[config.mk]
export PLATFORM = sky130hd
export DESIGN_NAME = local_maximum_3x3_detector
export DESIGN_NICKNAME = d
export VERILOG_FILES = /design/src/design/lmax3_pkg.sv /design/src/design/local_maximum_3x3_detector.sv
export VERILOG_INCLUDE_DIRS = /design/src /design/src/design
export SDC_FILE = /design/constraint.sdc
export NUM_CORES = 2
export LEC_CHECK = 0
export BUFFER_PORTS_ARGS = -buffer_cell sky130_fd_sc_hd__buf_2
export CAP_MARGIN = 40
export CORE_MARGIN = 2
export CORE_UTILIZATION = 50
export CTS_CLUSTER_DIAMETER = 60
export CTS_CLUSTER_SIZE = 12
export DETAILED_ROUTE_END_ITERATION = 10
export PLACE_DENSITY = 0.65
export SLEW_MARGIN = 5
export SYNTH_ARGS = -nofsm -noshare
export SYNTH_HDL_FRONTEND = slang
export SYNTH_SLANG_ARGS = --single-unit
[constraint.sdc]
create_clock -name clk -period 16.7 [get_ports clk]
set_input_delay 0.835 -clock clk [delete_from_list [all_inputs] [get_ports clk]]
set_output_delay 0.835 -clock clk [all_outputs]
set_load 0.01 [all_outputs]
[src/design/local_maximum_3x3_detector_macros.svh]
// ----------------------------------------------------------------------------
// local_maximum_3x3_detector_macros
// Assertion macros shared by the 3x3 local maximum detector.
// ----------------------------------------------------------------------------
`ifndef LOCAL_MAXIMUM_3X3_DETECTOR_MACROS_SVH
`define LOCAL_MAXIMUM_3X3_DETECTOR_MACROS_SVH

// Same-cycle implication, sampled on clk, off while arst_n is low.
`define LMAX3_ASSERT_IMP(label, ante, cons, msg) \
	label: assert property (@(posedge clk) disable iff (!arst_n) (ante) |-> (cons)) \
		else $error(msg);

// Next-cycle implication, sampled on clk, off while arst_n is low.
`define LMAX3_ASSERT_NXT(label, ante, cons, msg) \
	label: assert property (@(posedge clk) disable iff (!arst_n) (ante) |=> (cons)) \
		else $error(msg);

`endif

[src/design/lmax3_pkg.sv]
// ----------------------------------------------------------------------------
// lmax3_pkg
// Types and constants of the 3x3 local maximum detector.
// ----------------------------------------------------------------------------
package lmax3_pkg;

	localparam int PIXEL_BITS = 16;
	localparam int MAX_ROWS   = 128;
	localparam int MAX_COLS   = 128;
	localparam int ROW_BITS   = $clog2(MAX_ROWS);
	localparam int COL_BITS   = $clog2(MAX_COLS);
	localparam int CFG_BITS   = 8;
	localparam int WIN        = 3;
	localparam int OUT_BITS   = PIXEL_BITS + ROW_BITS + COL_BITS;
	localparam int OUT_BYTES  = (OUT_BITS + 7) / 8;
	localparam int OUT_PAD    = OUT_BYTES * 8 - OUT_BITS;

	localparam logic [CFG_BITS-1:0] ROWS_LIMIT = CFG_BITS'(MAX_ROWS);
	localparam logic [CFG_BITS-1:0] COLS_LIMIT = CFG_BITS'(MAX_COLS);

	typedef enum logic {
		REG_NUM_ROWS = 1'b0,
		REG_NUM_COLS = 1'b1
	} reg_index_t;

	typedef logic [PIXEL_BITS-1:0] pix_t;
	typedef logic [ROW_BITS-1:0]   row_t;
	typedef logic [COL_BITS-1:0]   col_t;
	typedef logic [CFG_BITS-1:0]   cfg_t;

	typedef pix_t win_t [WIN][WIN];

	// One line store entry: the pixels of the two rows above at one column.
	typedef struct packed {
		pix_t above1;
		pix_t above2;
	} line_entry_t;

	typedef struct packed {
		logic [OUT_PAD-1:0] pad;
		col_t               max_col;
		row_t               max_row;
		pix_t               max_value;
	} result_t;

endpackage

[src/design/local_maximum_3x3_detector.sv]
// ----------------------------------------------------------------------------
// local_maximum_3x3_detector
// Strict 3x3 local maximum detection over a raster-order pixel stream.
// ----------------------------------------------------------------------------
//  channel | direction | payload (lowest bit first)
//  s_axis  | in        | pixel_value[15:0]
//  m_axis  | out       | max_value[15:0], max_row[22:16], max_col[29:23], zero[31:30]
//  cfg     | in        | cfg_index selects num_rows / num_cols, cfg_data[7:0]
//
//  One pixel per cycle while no stall holds the input; a result passes through
//  the stage 1, stage 2 and output registers after its completing pixel is taken.
//  The line store is one memory, one column per entry, read on accept and
//  written back when stage 1 moves on; a one-column frame uses the write bypass.
//  Reset clears control state only; the line store needs no clearing pass.
//  Input stalls only while a new result meets a held, untaken one.
// ----------------------------------------------------------------------------
`include "local_maximum_3x3_detector_macros.svh"

module local_maximum_3x3_detector (
	input  logic                          clk,
	input  logic                          arst_n,
	input  logic                          s_axis_tvalid,
	output logic                          s_axis_tready,
	input  logic [lmax3_pkg::PIXEL_BITS-1:0] s_axis_tdata,   // pixel_value
	output logic                          m_axis_tvalid,
	input  logic                          m_axis_tready,
	output logic [lmax3_pkg::OUT_BYTES*8-1:0] m_axis_tdata,  // max_value, max_row, max_col
	input  logic                          cfg_we,
	input  logic                          cfg_index,
	input  logic [lmax3_pkg::CFG_BITS-1:0] cfg_data
);

	lmax3_pkg::cfg_t rows_q, cols_q;
	lmax3_pkg::row_t rows_m1, row_q;
	lmax3_pkg::col_t cols_m1, col_q;

	lmax3_pkg::line_entry_t line_mem [lmax3_pkg::MAX_COLS];
	lmax3_pkg::line_entry_t rd_s1, wr_entry;

	logic            valid_s1, valid_s2;
	lmax3_pkg::pix_t pix_s1;
	lmax3_pkg::row_t row_s1, row_s2;
	lmax3_pkg::col_t col_s1, col_s2;
	lmax3_pkg::win_t win_q;

	logic            adv, in_acc, wr_en, fwd, load;
	logic [2:0]      er, ec;
	logic            last_row, last_col, found_s2, use_row, use_col;
	lmax3_pkg::result_t res, out_q;
	logic            out_valid_q;

	function automatic logic is_peak(input lmax3_pkg::win_t w, input logic [2:0] re,
			input logic [2:0] ce, input int ci, input int cj);
		logic ok;
		int   a, b;
		ok = 1'b1;
		for (a = 0; a < lmax3_pkg::WIN; a++) begin
			for (b = 0; b < lmax3_pkg::WIN; b++) begin
				if ((a != ci || b != cj) && a >= ci - 1 && a <= ci + 1 &&
						b >= cj - 1 && b <= cj + 1 && re[a] && ce[b] &&
						w[a][b] >= w[ci][cj]) begin
					ok = 1'b0;
				end
			end
		end
		return ok;
	endfunction

	// Clamp the frame size: zero acts as one, above the limit saturates.
	always_comb begin
		lmax3_pkg::cfg_t r_m1, c_m1;
		if (rows_q == '0) begin
			r_m1 = '0;
		end else if (rows_q > lmax3_pkg::ROWS_LIMIT) begin
			r_m1 = lmax3_pkg::ROWS_LIMIT - 1'b1;
		end else begin
			r_m1 = rows_q - 1'b1;
		end
		if (cols_q == '0) begin
			c_m1 = '0;
		end else if (cols_q > lmax3_pkg::COLS_LIMIT) begin
			c_m1 = lmax3_pkg::COLS_LIMIT - 1'b1;
		end else begin
			c_m1 = cols_q - 1'b1;
		end
		rows_m1 = r_m1[lmax3_pkg::ROW_BITS-1:0];
		cols_m1 = c_m1[lmax3_pkg::COL_BITS-1:0];
	end

	// Config registers and pixel position.
	always_ff @(posedge clk or negedge arst_n) begin
		if (!arst_n) begin
			rows_q <= lmax3_pkg::ROWS_LIMIT;
			cols_q <= lmax3_pkg::COLS_LIMIT;
			row_q  <= '0;
			col_q  <= '0;
		end else if (cfg_we) begin
			case (cfg_index)
				lmax3_pkg::REG_NUM_ROWS: rows_q <= cfg_data;
				lmax3_pkg::REG_NUM_COLS: cols_q <= cfg_data;
				default: ;
			endcase
			row_q <= '0;
			col_q <= '0;
		end else if (in_acc) begin
			if (col_q == cols_m1) begin
				col_q <= '0;
				row_q <= (row_q == rows_m1) ? '0 : row_q + 1'b1;
			end else begin
				col_q <= col_q + 1'b1;
			end
		end
	end

	assign adv           = !(valid_s2 && found_s2 && out_valid_q && !m_axis_tready);
	assign s_axis_tready = adv;
	assign in_acc        = s_axis_tvalid && adv;
	assign wr_en         = adv && valid_s1;
	assign fwd           = wr_en && (col_s1 == col_q);
	assign wr_entry      = '{above1: pix_s1, above2: rd_s1.above1};

	// Line store: read on accept, write back as stage 1 advances, bypass on a hit.
	always_ff @(posedge clk) begin
		if (wr_en) begin
			line_mem[col_s1] <= wr_entry;
		end
		if (in_acc) begin
			rd_s1 <= fwd ? wr_entry : line_mem[col_q];
		end
	end

	always_ff @(posedge clk or negedge arst_n) begin
		if (!arst_n) begin
			valid_s1 <= 1'b0;
			valid_s2 <= 1'b0;
		end else if (adv) begin
			valid_s1 <= s_axis_tvalid;
			valid_s2 <= valid_s1;
		end
	end

	always_ff @(posedge clk) begin
		if (in_acc) begin
			pix_s1 <= s_axis_tdata;
			row_s1 <= row_q;
			col_s1 <= col_q;
		end
		if (wr_en) begin
			row_s2 <= row_s1;
			col_s2 <= col_s1;
			for (int i = 0; i < lmax3_pkg::WIN; i++) begin
				win_q[i][0] <= win_q[i][1];
				win_q[i][1] <= win_q[i][2];
			end
			win_q[0][2] <= rd_s1.above2;
			win_q[1][2] <= rd_s1.above1;
			win_q[2][2] <= pix_s1;
		end
	end

	// Decide the candidates in raster order; the first peak wins.
	always_comb begin
		last_row = (row_s2 == rows_m1);
		last_col = (col_s2 == cols_m1);
		er = {1'b1, row_s2 != '0, row_s2[lmax3_pkg::ROW_BITS-1:1] != '0};
		ec = {1'b1, col_s2 != '0, col_s2[lmax3_pkg::COL_BITS-1:1] != '0};
		found_s2 = 1'b1;
		use_row  = 1'b0;
		use_col  = 1'b0;
		if (er[1] && ec[1] && is_peak(win_q, er, ec, 1, 1)) begin
			use_row = 1'b0;
			use_col = 1'b0;
		end else if (er[1] && last_col && is_peak(win_q, er, ec, 1, 2)) begin
			use_row = 1'b0;
			use_col = 1'b1;
		end else if (last_row && ec[1] && is_peak(win_q, er, ec, 2, 1)) begin
			use_row = 1'b1;
			use_col = 1'b0;
		end else if (last_row && last_col && is_peak(win_q, er, ec, 2, 2)) begin
			use_row = 1'b1;
			use_col = 1'b1;
		end else begin
			found_s2 = 1'b0;
		end
		res.pad     = '0;
		res.max_row = use_row ? row_s2 : row_s2 - 1'b1;
		res.max_col = use_col ? col_s2 : col_s2 - 1'b1;
		case ({use_row, use_col})
			2'b00:   res.max_value = win_q[1][1];
			2'b01:   res.max_value = win_q[1][2];
			2'b10:   res.max_value = win_q[2][1];
			default: res.max_value = win_q[2][2];
		endcase
	end

	assign load = adv && valid_s2 && found_s2;

	always_ff @(posedge clk or negedge arst_n) begin
		if (!arst_n) begin
			out_valid_q <= 1'b0;
		end else if (load) begin
			out_valid_q <= 1'b1;
		end else if (m_axis_tready) begin
			out_valid_q <= 1'b0;
		end
	end

	always_ff @(posedge clk) begin
		if (load) begin
			out_q <= res;
		end
	end

	assign m_axis_tvalid = out_valid_q;
	assign m_axis_tdata  = out_q;

	`LMAX3_ASSERT_IMP(a_pos_in_frame, 1'b1, (row_q <= rows_m1) && (col_q <= cols_m1),
		"pixel position outside the frame")
	`LMAX3_ASSERT_IMP(a_no_overwrite, out_valid_q && !m_axis_tready, !load,
		"held result overwritten")
	`LMAX3_ASSERT_IMP(a_single_pixel,
		valid_s2 && rows_m1 == '0 && cols_m1 == '0 && row_s2 == '0 && col_s2 == '0,
		found_s2, "single-pixel frame not reported")
	`LMAX3_ASSERT_NXT(a_stall_holds, !adv,
		valid_s2 && $stable(row_s2) && $stable(col_s2), "stalled stage moved")

endmodule

After elaboration in Yosys (flattened, before gate mapping):

Memory sizes are Yosys's and may differ from the RTL's. A register that Yosys moved wholly into a read port is not among the register bits.
Cells that the tools add are included.

* bits in writable memories: 4096
* flip-flop bits (word level): 251
* word-level logic and storage cells: 166
* memories: 1

* add/subtract/negate cells: 6
* $lt $le $gt $ge: 23
* eq/ne operators: 6
* muxes and demuxes: 54
* reductions and logical operators: 51
* bitwise logic cells: 1

Memory list
* line_mem: words 128, width 32, read ports 1, clocked after memory_dff 1, wr ports 1, line local_maximum_3x3_detector.sv:37 `lmax3_pkg::line_entry_t line_mem [lmax3_pkg::MAX_COLS];`

Operator list (count)
* $ge 16x16->1: 21
* $mux 7: 13
* $pmux 16 s3: 1
* $mux 1: 40
* $logic_and 1x1->1: 36
* $eq 7x7->1: 4
* $sub 7x1->7 const B: 4
* $gt 8x8->1 const B: 2
* $logic_not 8->1: 2
* $add 7x1->7 const B: 2
* $reduce_bool 7->1: 2
* $reduce_bool 6->1: 2
* $reduce_and 2->1: 3
* $reduce_bool 2->1: 3
* $eq 2x1->1 const B: 1
* $eq 2x2->1 const B: 1
* $logic_not 1->1: 2
* $logic_not 2->1: 1
* $not 1->1: 1

Depth between registers and ports, before layout:

* depth in word-level cells: 32
* depth in mapped cells: 17
* gate-level depth less buffers: 12

Worst setup path before layout:

Ideal clock, no wire load.

* path kind: flip-flop to flip-flop
* start: register rows_q[0]
* end: register col_s2[0], enable pin
* cell stages (with the launch flop): 14
* path buffers: 2
* arrival time: 9651 ps
* slack: 6355 ps
* required time: 16006 ps
* library setup time: 694 ps
* cells stage by stage: dfrtp_1 -> buf_2 -> inv_1 -> ha_1 -> or3b_2 -> nor2_2 -> o31ai_1 -> and3_1 -> o32a_1 -> nand4_2 -> a21oi_2 -> o311a_4 -> buf_6 -> nor2b_1

* cells in the longest elaborated chain, start to end: 15
* elaborated cells on any way between the ends: 19
* those cells by class: add/sub: 1; order compare: 1; eq/ne: 1; mux: 6; reduce/logical: 10

RTL lines
* start: declaration: line local_maximum_3x3_detector.sv:33 `lmax3_pkg::cfg_t rows_q, cols_q;`
* start signal: assignment: line local_maximum_3x3_detector.sv:93 `rows_q <= lmax3_pkg::ROWS_LIMIT;`
* start signal: assignment: line local_maximum_3x3_detector.sv:99 `lmax3_pkg::REG_NUM_ROWS: rows_q <= cfg_data;`
* $sub 7x1->7 / $gt 8x8->1 (equally long branches): line local_maximum_3x3_detector.sv:77, local_maximum_3x3_detector.sv:74
* $mux 7: line local_maximum_3x3_detector.sv:74 `end else if (rows_q > lmax3_pkg::ROWS_LIMIT) begin`
* $mux 7 *: line local_maximum_3x3_detector.sv:72 `if (rows_q == '0) begin`
* $eq 7x7->1 *: line local_maximum_3x3_detector.sv:163 `last_row = (row_s2 == rows_m1);`
* $logic_and 1x1->1 (2 in a row): line local_maximum_3x3_detector.sv:179 `end else if (last_row && last_col && is_peak(win_q, er, ec, 2, 2)) begin`
* $mux 1: line local_maximum_3x3_detector.sv:179
* $mux 1 *: line local_maximum_3x3_detector.sv:176 `end else if (last_row && ec[1] && is_peak(win_q, er, ec, 2, 1)) begin`
* $mux 1 *: line local_maximum_3x3_detector.sv:173 `end else if (er[1] && last_col && is_peak(win_q, er, ec, 1, 2)) begin`
* $mux 1 *: line local_maximum_3x3_detector.sv:170 `if (er[1] && ec[1] && is_peak(win_q, er, ec, 1, 1)) begin`
* $logic_and 1x1->1 * (3 in a row): line local_maximum_3x3_detector.sv:115 `assign adv = !(valid_s2 && found_s2 && out_valid_q && !m_axis_tready);`
* $logic_not 1->1 *: line local_maximum_3x3_detector.sv:115
* $logic_and 1x1->1 *: line local_maximum_3x3_detector.sv:118 `assign wr_en = adv && valid_s1;`
* via wr_en: line local_maximum_3x3_detector.sv:46 `logic adv, in_acc, wr_en, fwd, load;`
* end signal: assignment: line local_maximum_3x3_detector.sv:150 `col_s2 <= col_s1;`
* end: declaration: line local_maximum_3x3_detector.sv:43 `lmax3_pkg::col_t col_s1, col_s2;`

Mark *: on every way through the listed nets, which the timed path passes. The rest lies on a longest branch.
A chain may end at the register's enable or synchronous reset.

==> metrics.txt <==
minimum clock period=6.21 ns; PwrDens=125 nW/um2; Area growth syn-to-layout=11.9%; Num CTS Buffers=419; initial core utilization=50.3%; NetSw=5870 uW; num rows=215; Setup Skew=0.0674 ns; RSZ-0062 raised after global routing=false; ranking of synthesized cells by area=edfxtp_1, mux4_2, ha_1; first-pass GRT wire length=627 mm; Skew-Pair Late Insertion Delay=0.99 ns; Lkg Pwr=0.0600 uW; Hold Path Depth=1; die width=592 um; vias=82,400; Worst Tran Pin Value=1.09 ns; DRC Markers=0; GRT Util Overall=25.5%; critical path's slowest cell=dfrtp_4; status=finished clean; critical path data arrival time=6.89 ns; multi-input logic area=40,600 um2; combinational cell fraction of total power=12.0%; vias in the first global route=83,100; wire per inst=35.2 um; die height=592 um; Pint=18,300 uW; final net count=8,186; Synth Area in XOR/XNOR=0.188%; number of hold violations in the final report=0; Clock power frac=35.1%; post-synthesis simple-gate area fraction=1.70%; most frequent cells in the layout=edfxtp_1, mux4_2, clkbuf_16; startpoint type of the worst setup path=register; dpl ws=10.51 ns; FMAX=161 MHz; commonest non-fill, non-tap cell in the layout=edfxtp_1; First-pass DRT Iterations=6; asr flop ratio synth=0.754%; adder-cell area share of the yosys netlist=1.81%; # Post-CTS Setup Buffers=0; Max Root-Sink Buffers=4; Cell variety after synth=89; largest family of logic cells by synthesized area=multiplexers; DR vias/cell=6.54; Relative slew margins=27.0%; Synth top area share=75.5%; CP required=17.38 ns; mux cell area share after synthesis=17.8%; post-synthesis compound-gate area fraction=1.36%; Mapped Area=173,000 um2; Iteration-0 DRC Markers=11,900; VDD IR max=0.0868 mV; DIE AREA=350,000 um2; Seq. cell area=131,000 um2; Final setup viols=0; initial antenna violation count=46; Max Cap Violations=0; post-cts resize count=0; core box area=344,000 um2; Worst-path clk slew=0.06 ns; count of buffers from port buffering=61; Hold Crit Class=input port to register; CTS tree=built; GRT Residual Overflow=0; Pwr Total=24,200 uW; Routed WL=443 mm; sw frac=24.3%; ys flop type=edfxtp_1; Final Cycle Share=37.2%; DP Cell Count=12,000; fin area=193,000 um2; YS warnings=0; setup TNS=0 ns; Synth Instances=7,487; clk sinks=4,379; Crit path largest cell delay=0.81 ns; Seq/Total Area, Yosys=76.0%; EDFF count, synth=4,346; Worst Setup End Kind=register; largest net degree at the start of global routing=145; # H-tree levels=5; CP cell instances=buf_12, buf_4, buf_4, buf_4, mux4_2, mux4_2, mux4_2, mux2i_1, a21oi_1; post-DP HPWL=258 mm; final slew viol count=0; R2R depth=9; Synth Register Bits=4,379; final worst setup slack=10.49 ns; crit path kind=register to register; Reg power frac=52.8%; Filler cells=24,600; Avg Cell Area, Syn=23.1 um2; io pins=64; root buf cell=clkbuf_16; fin cells=12,600; crit path max fanout=131; Post-DRT Antenna Nets=0; layout cells sized above 1=29.7%; gp weighted congestion=0.924; dominant cell type by area after synthesis=edfxtp_1; placed cell area=181,000 um2
## flip-flops by register name (all words and copies together), names as in the netlist
signal         flops
valid_s2           1
cols_q             8
m_axis_tvalid      1
line_mem        4096
rows_q             8
win_q            144
row_s2             7
col_q              7
rd_s1             32
valid_s1           1
row_q              7
col_s1             7
m_axis_tdata      30
row_s1             7
pix_s1            16
col_s2             7
## synth_stat cells (all sizes together) (19+ instances only)
cell	instances
edfxtp	4346
mux4	1344
clkbuf	259
ha	248
nor2	195
a21oi	150
buf	114
nand2	109
inv	90
o21ai	85
nor3	60
nand3	39
mux2i	38
dfrtp	31
nand4	31
nand2b	23
or3	21
xnor2	21
nor2b	19
## metal layers
| metal | GRT usage [%] | vias up | wire, um |
|---|---|---|---|
| met1 | 36.3 | 44400 | 173000 |
| met3 | 5.38 | 831 | 45600 |
| met4 | 9.45 | 10 | 17900 |
| met2 | 39.2 | 4380 | 207000 |
| met5 | 0 | - | 84 |
| li1 | - | 32800 | - |
## metrics by stage
step | hold slack [ns] | utilization [%]
floorplan | 0.400 | -
global placement | 0.403 | 52.5
detailed placement | 0.406 | 52.8
CTS | 0.00889 | 56.2
global route | 0.0621 | 56.2
finish | 0.0749 | 56.3
## critical path, delay by kind of cell, from the launching register on
kind	cells	cell delay, ns
DFF	1	0.81
buffers and inverters	4	2.82
AOI/OAI and AO/OA	1	0.08
muxes	4	1.91
## path summary, 6_finish.rpt
check	slack (ns)	to	startpoint
max	10.49	rd_s1[2]$_DFFE_PP_	col_q[1]$_DFFE_PN0P_
min	0.07	pix_s1[3]$_DFFE_PP_	s_axis_tdata[3]
max reg2reg	10.49	rd_s1[2]$_DFFE_PP_	col_q[1]$_DFFE_PN0P_
min reg2reg	0.42	row_s2[5]$_DFFE_PP_	row_s1[5]$_DFFE_PP_
max in group asynchronous	16.07	cols_q[7]$_DFFE_PN1P_	arst_n
min in group asynchronous	0.39	rows_q[5]$_DFFE_PN0P_	arst_n
## power groups by stage
stage | clock network, uW | registers, uW | logic [uW]
4_1_cts | 8640 | 12800 | 2900
3_5_place_dp | 0 | 13000 | 2890
3_3_place_gp | 0 | 13000 | 2760
5_1_grt | 9030 | 12800 | 3080
2_1_floorplan | 0 | 13200 | 1500
6_report | 8500 | 12800 | 2910
## logic make-up (layout without fill, tap and decap cells)
| logic type | count (synthesis) | count (layout) |
|---|---|---|
| flip-flops | 4379 | 4379 |
| multiplexers | 1397 | 1397 |
| AND/OR/NAND/NOR | 584 | 584 |
| buffers and inverters | 463 | 987 |
| AO/OA/AOI/OAI | 375 | 375 |
| adder cells (fa/ha/maj) | 251 | 251 |
| XOR/XNOR | 37 | 37 |
| other | 1 | 22 |
## area by class of cell
class                      instances  area share (%)
multi-input combinational       2646            21.0
tap                             4557            2.95
antenna                           20          0.0259
inverter                          90           0.181
clock buffer                     461            5.56
sequential                      4379            68.0
clock inverter                    64           0.425
timing repair buffer             372            1.90
## timing repair
| item | 4_1_cts | 5_1_grt |
|---|---|---|
| endpoints found under the setup margin | 0 | 0 |
| hold endpoints to repair | 38 | 0 |
| hold buffers | 8 | 0 |
Note: power is estimated with default switching activity, not from simulation.
